<file path="src/srdl_pkg.sv">
// ----------------------------------------------------------------------------
// srdl_pkg
// Shared widths, register indexes and status types for the slewed ring
// delay line.
// ----------------------------------------------------------------------------
`default_nettype none

package srdl_pkg;

  localparam int unsigned SAMPLE_W       = 16;
  localparam int unsigned LEN_CFG_W      = 16;
  localparam int unsigned TGT_CFG_W      = 16;
  localparam int unsigned CNT_W          = 15;
  localparam int unsigned CFG_DATA_W     = 16;
  localparam int unsigned CFG_IDX_W      = 2;
  localparam int unsigned RING_DEPTH_DEF = 32768;
  localparam int unsigned LEN_RESET      = 32768;
  localparam int unsigned MIN_LEN        = 2;

  typedef enum logic [CFG_IDX_W-1:0] {
    REG_ACTIVE_LENGTH = 2'd0,
    REG_TARGET_OFFSET = 2'd1,
    REG_RATE_HOLD     = 2'd2,
    REG_SLEW_INTERVAL = 2'd3
  } cfg_reg_e;

  // status of the memory access stage
  typedef struct packed {
    logic valid;
    logic fwd;
  } srdl_stage_t;

endpackage : srdl_pkg

`default_nettype wire

</file>
<file path="src/srdl_ctrl.sv">
// ----------------------------------------------------------------------------
// srdl_ctrl
// Configuration registers, write position / offset / counter update and
// ring address generation for the access stage.
// ----------------------------------------------------------------------------
`default_nettype none

module srdl_ctrl #(
  parameter int unsigned RING_DEPTH = srdl_pkg::RING_DEPTH_DEF,
  localparam int unsigned AW = $clog2(RING_DEPTH)
) (
  input  wire logic                            clk_i,
  input  wire logic                            rst_ni,
  input  wire logic                            cfg_we_i,
  input  wire logic [srdl_pkg::CFG_IDX_W-1:0]  cfg_idx_i,
  input  wire logic [srdl_pkg::CFG_DATA_W-1:0] cfg_wdata_i,
  input  wire logic                            in_valid_i,
  output logic                                 in_ready_o,
  input  wire logic [srdl_pkg::SAMPLE_W-1:0]   sample_i,
  input  wire logic                            adv_i,
  input  wire logic                            busy_i,
  output srdl_pkg::srdl_stage_t                stat_o,
  output logic                                 mem_we_o,
  output logic      [AW-1:0]                   mem_waddr_o,
  output logic      [srdl_pkg::SAMPLE_W-1:0]   mem_wdata_o,
  output logic                                 mem_re_o,
  output logic      [AW-1:0]                   mem_raddr_o
);
  import srdl_pkg::*;

  localparam int unsigned LW = AW + 1;
  localparam int unsigned CW = (LW > LEN_CFG_W) ? LW : LEN_CFG_W;

  function automatic logic [LW-1:0] clamp_len(input logic [LEN_CFG_W-1:0] v);
    logic [CW-1:0] e;
    e = CW'(v);
    if (e < CW'(MIN_LEN)) begin
      e = CW'(MIN_LEN);
    end else if (e > CW'(RING_DEPTH)) begin
      e = CW'(RING_DEPTH);
    end
    return LW'(e);
  endfunction

  logic [LW-1:0]        len_q;
  logic [TGT_CFG_W-1:0] target_q;
  logic [CNT_W-1:0]     rate_hold_q;
  logic [CNT_W-1:0]     slew_int_q;

  logic [AW-1:0]        wp_q, wp_d;
  logic [AW-1:0]        cur_q, cur_d;
  logic [CNT_W-1:0]     slew_cnt_q, slew_cnt_d;
  logic [CNT_W-1:0]     hold_cnt_q, hold_cnt_d;
  logic                 valid_b_q;
  logic [SAMPLE_W-1:0]  sample_b_q;

  logic                 accept;
  logic [LW-1:0]        top_len;
  logic [AW-1:0]        top_a;
  logic [AW-1:0]        tgt;
  logic [AW:0]          cur_ext, cur_inc, tgt_ext;
  logic [AW-1:0]        cur_step;
  logic [CNT_W:0]       slew_inc, hold_inc;
  logic                 slew_fire, hold_fire;
  logic [AW:0]          wp_inc;
  logic [LW-1:0]        rd_sum;
  logic [LW:0]          rd_diff;
  logic [AW-1:0]        rd_addr;

  // configuration: the length is saturated as it is written
  always_ff @(posedge clk_i or negedge rst_ni) begin
    if (!rst_ni) begin
      len_q       <= clamp_len(LEN_CFG_W'(LEN_RESET));
      target_q    <= '0;
      rate_hold_q <= '0;
      slew_int_q  <= '0;
    end else if (cfg_we_i) begin
      unique case (cfg_reg_e'(cfg_idx_i))
        REG_ACTIVE_LENGTH: len_q       <= clamp_len(cfg_wdata_i[LEN_CFG_W-1:0]);
        REG_TARGET_OFFSET: target_q    <= cfg_wdata_i[TGT_CFG_W-1:0];
        REG_RATE_HOLD:     rate_hold_q <= cfg_wdata_i[CNT_W-1:0];
        REG_SLEW_INTERVAL: slew_int_q  <= cfg_wdata_i[CNT_W-1:0];
      endcase
    end
  end

  assign in_ready_o = !busy_i && (!valid_b_q || adv_i);
  assign accept     = in_valid_i && in_ready_o;

  assign top_len = len_q - LW'(1);
  assign top_a   = AW'(top_len);
  assign tgt     = (CW'(target_q) > CW'(top_len)) ? top_a : AW'(target_q);

  // slew toward the target, dead band of one either side
  always_comb begin
    cur_ext   = {1'b0, cur_q};
    tgt_ext   = {1'b0, tgt};
    cur_inc   = cur_ext + (AW+1)'(1);
    slew_inc  = {1'b0, slew_cnt_q} + (CNT_W+1)'(1);
    slew_fire = slew_inc > {1'b0, slew_int_q};
    if (cur_inc < tgt_ext) begin
      cur_step = AW'(cur_inc);
    end else if (cur_ext > tgt_ext + (AW+1)'(1)) begin
      cur_step = cur_q - AW'(1);
    end else begin
      cur_step = cur_q;
    end
    if (cur_step > top_a) begin
      cur_step = top_a;
    end
    cur_d      = slew_fire ? cur_step : cur_q;
    slew_cnt_d = slew_fire ? '0 : slew_inc[CNT_W-1:0];
  end

  // advance the write position, wrap on the active length
  always_comb begin
    hold_inc   = {1'b0, hold_cnt_q} + (CNT_W+1)'(1);
    hold_fire  = hold_inc > {1'b0, rate_hold_q};
    hold_cnt_d = hold_fire ? '0 : hold_inc[CNT_W-1:0];
    wp_inc     = hold_fire ? ({1'b0, wp_q} + (AW+1)'(1)) : {1'b0, wp_q};
    wp_d       = (wp_inc >= len_q) ? '0 : AW'(wp_inc);
  end

  always_ff @(posedge clk_i or negedge rst_ni) begin
    if (!rst_ni) begin
      wp_q       <= '0;
      cur_q      <= '0;
      slew_cnt_q <= '0;
      hold_cnt_q <= '0;
      valid_b_q  <= 1'b0;
    end else begin
      if (accept) begin
        wp_q       <= wp_d;
        cur_q      <= cur_d;
        slew_cnt_q <= slew_cnt_d;
        hold_cnt_q <= hold_cnt_d;
        valid_b_q  <= 1'b1;
      end else if (adv_i) begin
        valid_b_q  <= 1'b0;
      end
    end
  end

  always_ff @(posedge clk_i) begin
    if (accept) begin
      sample_b_q <= sample_i;
    end
  end

  // read position: one wrap by the length when the sum passes the top
  assign rd_sum  = {1'b0, wp_q} + {1'b0, cur_q};
  assign rd_diff = {1'b0, rd_sum} - {1'b0, len_q};
  assign rd_addr = rd_diff[LW] ? AW'(rd_sum) : AW'(rd_diff[LW-1:0]);

  assign mem_we_o    = valid_b_q && adv_i;
  assign mem_re_o    = valid_b_q && adv_i;
  assign mem_waddr_o = wp_q;
  assign mem_wdata_o = sample_b_q;
  assign mem_raddr_o = rd_addr;

  assign stat_o.valid = valid_b_q;
  assign stat_o.fwd   = (rd_addr == wp_q);

endmodule : srdl_ctrl

`default_nettype wire

</file>
<file path="config.mk">
export PLATFORM = sky130hd
export DESIGN_NAME = srdl_ctrl
export DESIGN_NICKNAME = d
export VERILOG_FILES = /design/src/srdl_pkg.sv /design/src/srdl_ctrl.sv
export SDC_FILE = /design/constraint.sdc
export NUM_CORES = 1
export LEC_CHECK = 0
export BUFFER_PORTS_ARGS = -buffer_cell sky130_fd_sc_hd__buf_4
export CORE_ASPECT_RATIO = 0.7
export CORE_MARGIN = 5
export CORE_UTILIZATION = 55
export CTS_CLUSTER_DIAMETER = 40
export CTS_CLUSTER_SIZE = 12
export DETAILED_ROUTE_END_ITERATION = 10
export PLACE_DENSITY_LB_ADDON = 0.3
export SLEW_MARGIN = 10
export SYNTH_ARGS = -nofsm -noshare
export SYNTH_HDL_FRONTEND = slang
export SYNTH_SLANG_ARGS = --single-unit
</file>
<file path="constraint.sdc">
create_clock -name clk_i -period 12.8 [get_ports clk_i]
set_input_delay 1.92 -clock clk_i [delete_from_list [all_inputs] [get_ports clk_i]]
set_output_delay 1.92 -clock clk_i [all_outputs]
set_load 0.01 [all_outputs]
</file>
# Word level (Yosys, flattened, before mapping)

Cells that the tools add are included.

Register bits: 139
Input bits: 40
Output and inout bits: 51
Logic and storage cells: 58

Add/sub/neg operators: 9
Order comparisons: 9
Equality and inequality tests: 4
Mux-type cells: 13
Reduce and logical (&&, ||, !) cells: 13

Operators with widths:

| operator              | number |
|---|---|
| $mux 15               | 8 |
| $add 15x1->16 const B | 5 |
| $mux 16               | 3 |
| $gt 16x15->1          | 2 |
| $sub 16x16->17        | 1 |
| $add 15x15->16        | 1 |
| $ge 16x16->1          | 1 |
| $gt 15x16->1          | 1 |
| $gt 16x16->1          | 1 |
| $gt 16x16->1 const B  | 1 |
| $lt 16x15->1          | 1 |
| $lt 16x2->1 const B   | 1 |
| $sub 16x1->16 const B | 1 |
| $eq 15x15->1          | 1 |
| $gt 15x15->1          | 1 |
| $sub 15x1->15 const B | 1 |
| $reduce_and 2->1      | 5 |
| $eq 2x2->1 const B    | 2 |
| $logic_and 1x1->1     | 3 |
| $eq 2x1->1 const B    | 1 |
| $logic_not 1->1       | 2 |
| $logic_not 2->1       | 1 |
| $mux 1                | 2 |
| $reduce_bool 2->1     | 1 |
| $logic_or 1x1->1      | 1 |

# Longest topological paths before layout

Depth in word-level cells: 9
Depth in mapped cells: 49
Mapped depth without buffers: 45

# Worst setup path after synthesis

No wires, ideal clock.

Path type: register to register
From: register len_q[0]
To: register cur_q[1]
Library setup time: 125 ps
Data arrival time: 9530 ps
Required time: 12675 ps
Slack: 3145 ps
Cell stages (with the launch flop): 47
Path buffers: 3
Clock period less this slack: 9655 ps
Path through: dfrtp_1 -> inv_1 -> ha_1 -> or3b_4 -> nor3_4 -> nand4_1 -> xnor2_1 -> inv_1 -> ha_1 -> nand4_1 -> nor2_1 -> nand3_1 -> or3_1 -> o41ai_4 -> clkbuf_1 -> clkbuf_1 -> buf_1 -> o21a_1 -> [... 11 more ...] -> o32a_1 -> nor2b_1 -> mux2i_1 -> nand2_1 -> ha_1 -> nor2b_1 -> o21a_1 -> o21a_1 -> o21a_1 -> o21a_1 -> o21a_1 -> o21a_1 -> o211ai_1 -> nand4b_1 -> a2111oi_1 -> nor4b_4 -> mux2_1 -> mux2_2

Cells in the longest elaborated chain, start to end: 9
Elaborated cells on any way between the ends: 10
Those cells by class: 2 x add/sub; 4 x order compare; 4 x mux

RTL lines:

| item                     | RTL line         | text |
|---|---|---|
| start: declaration       | srdl_ctrl.sv:45  | `logic [LW-1:0] len_q;` |
| start signal: assignment | srdl_ctrl.sv:73  | `len_q <= clamp_len(LEN_CFG_W'(LEN_RESET));` |
| start signal: assignment | srdl_ctrl.sv:79  | `REG_ACTIVE_LENGTH: len_q <= clamp_len(cfg_wdata_i[LEN_CFG_W-1:0]);` |
| $sub 16x1->16 *          | srdl_ctrl.sv:90  | `assign top_len = len_q - LW'(1);` |
| $gt 16x16->1             | srdl_ctrl.sv:92  | `assign tgt = (CW'(target_q) > CW'(top_len)) ? top_a : AW'(target_q);` |
| $mux 15                  | srdl_ctrl.sv:92  |  |
| $add 15x1->16            | srdl_ctrl.sv:103 | `end else if (cur_ext > tgt_ext + (AW+1)'(1)) begin` |
| $gt 15x16->1             | srdl_ctrl.sv:103 |  |
| $mux 15                  | srdl_ctrl.sv:103 |  |
| $mux 15                  | srdl_ctrl.sv:101 | `if (cur_inc < tgt_ext) begin` |
| $gt 15x15->1             | srdl_ctrl.sv:108 | `if (cur_step > top_a) begin` |
| $mux 15 *                | srdl_ctrl.sv:108 |  |
| end signal: assignment   | srdl_ctrl.sv:134 | `cur_q <= cur_d;` |
| end: declaration         | srdl_ctrl.sv:51  | `logic [AW-1:0] cur_q, cur_d;` |

Mark *: on every way between the ends. The rest lies on a longest branch, timed or not.
A chain may end at the register's enable or synchronous reset.

# Final worst setup path

From: register len_q[0]
To: register cur_q[10]

The elaborated chain is that of the path after synthesis.

==> qor_table.md <==
| Result | Reported | Unit |
| --- | --- | --- |
| Clock network power share | 22.2 | % |
| Portion of the clock cycle consumed by the worst path in the final layout | 79.2 | % |
| Buffers inserted by post-CTS timing repair | 0 | - |
| P_int | 0.00125 | W |
| Flop pwr share | 28.3 | % |
| Final cell area excluding filler cells | 13400 | um2 |
| TritonCTS sink count | 139 | - |
| Number of non-filler instances in the completed layout | 1691 | - |
| Final routed wire length divided by cell count | 20.4 | um |
| Post-synthesis area per instance | 9.01 | um2 |
| Net count after synthesis | 1510 | - |
| Share of total power consumed by net switching | 42.1 | % |
| Root Driver | sky130_fd_sc_hd__clkbuf_16 | - |
| Floorplan row count | 45 | - |
| Number of synthesis warnings | 0 | - |
| Mean number of vias per cell | 6.15 | - |
| Clock latency reported for the late side of the worst-skew pair | 0.42 | ns |
| Ys async rst share | 88.5 | % |
| Count of maximum capacitance violations | 0 | - |
| Number of filler cells placed in the layout | 1851 | - |
| Classification of the worst setup path | flip-flop to flip-flop | - |
| Required time worst endpoint | 13.15 | ns |
| Number of cells upsized or downsized after cts | 0 | - |
| Worst voltage drop across the vdd grid | 141 | uV |
| Global placer's final weighted congestion | 1.00 | - |
| Inserted Clock Buffers | 17 | - |
| Crit path top cell by count | sky130_fd_sc_hd__o21a_1 | - |
| Reported net switching power | 0.000911 | W |
| CTS clock-pin slew for the worst setup and hold paths | 0.07 | ns |
| Static Leakage | 6.49 | nW |
| Number of global-route vias before repair | 9694 | - |
| All-Layer GR Usage | 27.6 | % |
| Top library cells by usage in the layout, fill and taps aside | 142 x sky130_fd_sc_hd__ha_1, 134 x sky130_fd_sc_hd__nand2_1, 122 x sky130_fd_sc_hd__dfrtp_1 | - |
| Die Span X | 186 | um |
| Worst slew slack as a fraction of its limit | 23.1 | % |
| Effective utilization at floorplan | 55.5 | % |
| Final Hold Violating Endpoints | 0 | - |
| Detailed Route Iter0 Violations | 1044 | - |
| PortBufs | 90 | - |
| Outcome | finished, final reports clean | - |
| Yosys reg bits | 139 | - |
| Number of flops mapped to enable cells by yosys | 16 | - |
| RSZ-0062 raised after global routing | false | - |
| Final count of pins violating max slew | 0 | - |
| Accumulated negative setup slack | 0 | ns |
| Antenna violations before repair | 0 | - |
| Congestion Overflow GR | 0 | - |
| Setup-failing EPs final | 0 | - |
| Final setup skew | 0.0116 | ns |
| Sort of element at the start of the critical path | flip-flop | - |
| TritonCTS clock tree | yes | - |
| Chip Height | 133 | um |
| Maximum single-stage delay on the critical path | 0.59 | ns |
| Cells after DPL | 1659 | - |
| Most common library cell in the layout ignoring fill and taps | sky130_fd_sc_hd__ha_1 | - |
| Number of H-tree branching levels | 4 | - |
| Count of antenna diodes in the layout | 0 | - |
| Critical Path End Type | flip-flop | - |
| Clock period minus final worst setup slack | 10.14 | ns |
| Count of mapped cells out of synthesis | 1326 | - |
| Cell type of the slowest stage on the worst timing path | sky130_fd_sc_hd__a2111oi_1 | - |
| Share of final-layout standard cells stronger than drive strength 1 | 15.7 | % |
| Maximum clock rate | 98.6 | MHz |
| Synthesis-to-layout area growth | 12.3 | % |
| Number of different library cells in the post-synthesis netlist | 73 | - |
| Class of the worst hold path | flip-flop to flip-flop | - |
| Full die area | 24800 | um2 |
| Arrival time of the worst setup path | 10.49 | ns |
| Final HPWL DP | 26300 | um |
| Number of top-level pins | 91 | - |
| Antenna violation net count after detailed routing | 0 | - |
| Share of synthesized area occupied by flip-flops and latches | 29.8 | % |
| Largest net degree at the start of global routing | 82 | - |
| Total power density per cell area | 161 | nW/um2 |
| Final standard cell utilization of the core | 62.4 | % |
| Max Fanout on Critical Path | 41 | - |
| Combinational share of power | 49.5 | % |
| Max Root-Sink Buffers | 2 | - |
| DRC violation count after routing | 0 | - |
| CORE AREA | 21500 | um2 |
| Netlist area before placement | 11900 | um2 |
| Vias | 10400 | - |
| Final nets | 1580 | - |
| Initial DRT Pass Iterations | 5 | - |
| Hold Buf Count CTS | 0 | - |
| Actual slew at the worst max-slew pin | 1.15 | ns |
| Placement-stage cell area | 12800 | um2 |
| Wire length of the first global-routing pass | 54000 | um |
| Most used DFF post-synth | sky130_fd_sc_hd__dfrtp_1 | - |
| Routed Wire Length | 34500 | um |
[routing by layer]
metal	track usage, %	part of all wire [%]	vias to the layer above
met5	0	0	-
met2	39.0	41	442
met3	6.44	9.0	61
met1	42.2	48	4978
li1	-	-	4922
met4	7.36	2.2	0
[cell usage after synthesis, types with 28 or more instances]
| master | count | area (um2) |
|---|---|---|
| sky130_fd_sc_hd__xor2_1 | 48 | 420 |
| sky130_fd_sc_hd__nand2_1 | 134 | 503 |
| sky130_fd_sc_hd__xnor2_1 | 68 | 596 |
| sky130_fd_sc_hd__nand3_1 | 39 | 195 |
| sky130_fd_sc_hd__nor2_1 | 53 | 199 |
| sky130_fd_sc_hd__inv_1 | 84 | 315 |
| sky130_fd_sc_hd__o21ai_0 | 82 | 410 |
| sky130_fd_sc_hd__clkbuf_1 | 40 | 150 |
| sky130_fd_sc_hd__a21oi_1 | 45 | 225 |
| sky130_fd_sc_hd__ha_1 | 142 | 1780 |
| sky130_fd_sc_hd__mux2_2 | 62 | 698 |
| sky130_fd_sc_hd__o21a_1 | 37 | 278 |
| sky130_fd_sc_hd__a21o_1 | 35 | 263 |
| sky130_fd_sc_hd__dfrtp_1 | 122 | 3050 |
| sky130_fd_sc_hd__and3_1 | 28 | 175 |
[power groups by stage]
stage / Combinational (W) / Clock (W) / Sequential [W]
6_report: 0.00107 / 0.000481 / 0.000611
5_1_grt: 0.00119 / 0.000504 / 0.000617
4_1_cts: 0.00106 / 0.000485 / 0.000606
3_5_place_dp: 0.00105 / 0 / 0.000613
3_3_place_gp: 0.00102 / 0 / 0.000611
2_1_floorplan: 0.000766 / 0 / 0.000576
[worst max-delay path, delay by kind of cell, from the launching register on]
kind,cells,cell delay (ns)
fa+ha+maj,5,1.39
buf+inv,4,1.04
mux,1,0.29
flops,1,0.48
compound gates,18,3.24
xor+xnor,3,0.71
simple gates,13,2.90
[flip-flops by register name (all words and copies together), names as in the netlist]
signal and cells:
rate_hold_q 15, mem_waddr_o 15, len_q 16, hold_cnt_q 15, cur_q 15, valid_b_q 1, target_q 16, mem_wdata_o 16
slew_cnt_q 15, slew_int_q 15
[per-stage QoR]
stage	worst slack, ns	hold WS (ns)	power (W)
floorplan	3.15	0.467	0.00134
detailed placement	2.89	0.496	0.00166
global route	2.17	0.531	0.00231
global placement	3.12	0.487	0.00163
CTS	2.84	0.510	0.00215
finish	2.66	0.506	0.00216
[area by class of cell]
class,count,area [um2],share of cell area (%)
Timing Repair Buffer,98,736,5.48
Clock inverter,15,146,1.09
Multi-Input combinational cell,1055,7880,58.7
Inverter,85,319,2.38
Sequential cell,139,3560,26.5
Clock buffer,17,425,3.17
Tap cell,282,353,2.63
[worst paths after layout]
check	end	start	slack (ns)	depth (start not counted)
max in group asynchronous	rate_hold_q[1]	rst_ni	9.87	2
max	cur_q[10]	len_q[0]	2.66	44
max reg2reg	cur_q[10]	len_q[0]	2.66	44
min reg2reg	slew_int_q[13]	slew_int_q[13]	0.51	1
min in group asynchronous	valid_b_q	rst_ni	1.49	1
min	slew_int_q[13]	slew_int_q[13]	0.51	1
[cell families (layout without fill, tap and decap cells)]
logic type	count (synthesis)	after routing	share of synthesized area, %
DFF	139	139	29.8
and+or+nand+nor	406	406	17.3
adders and majority gates	144	144	15.2
buffers and inverters	132	215	4.27
xor gates and xnor gates	117	117	8.70
muxes	88	88	8.05
AOI/OAI and AO/OA	300	300	16.6
(Power assumes the default switching activity.)
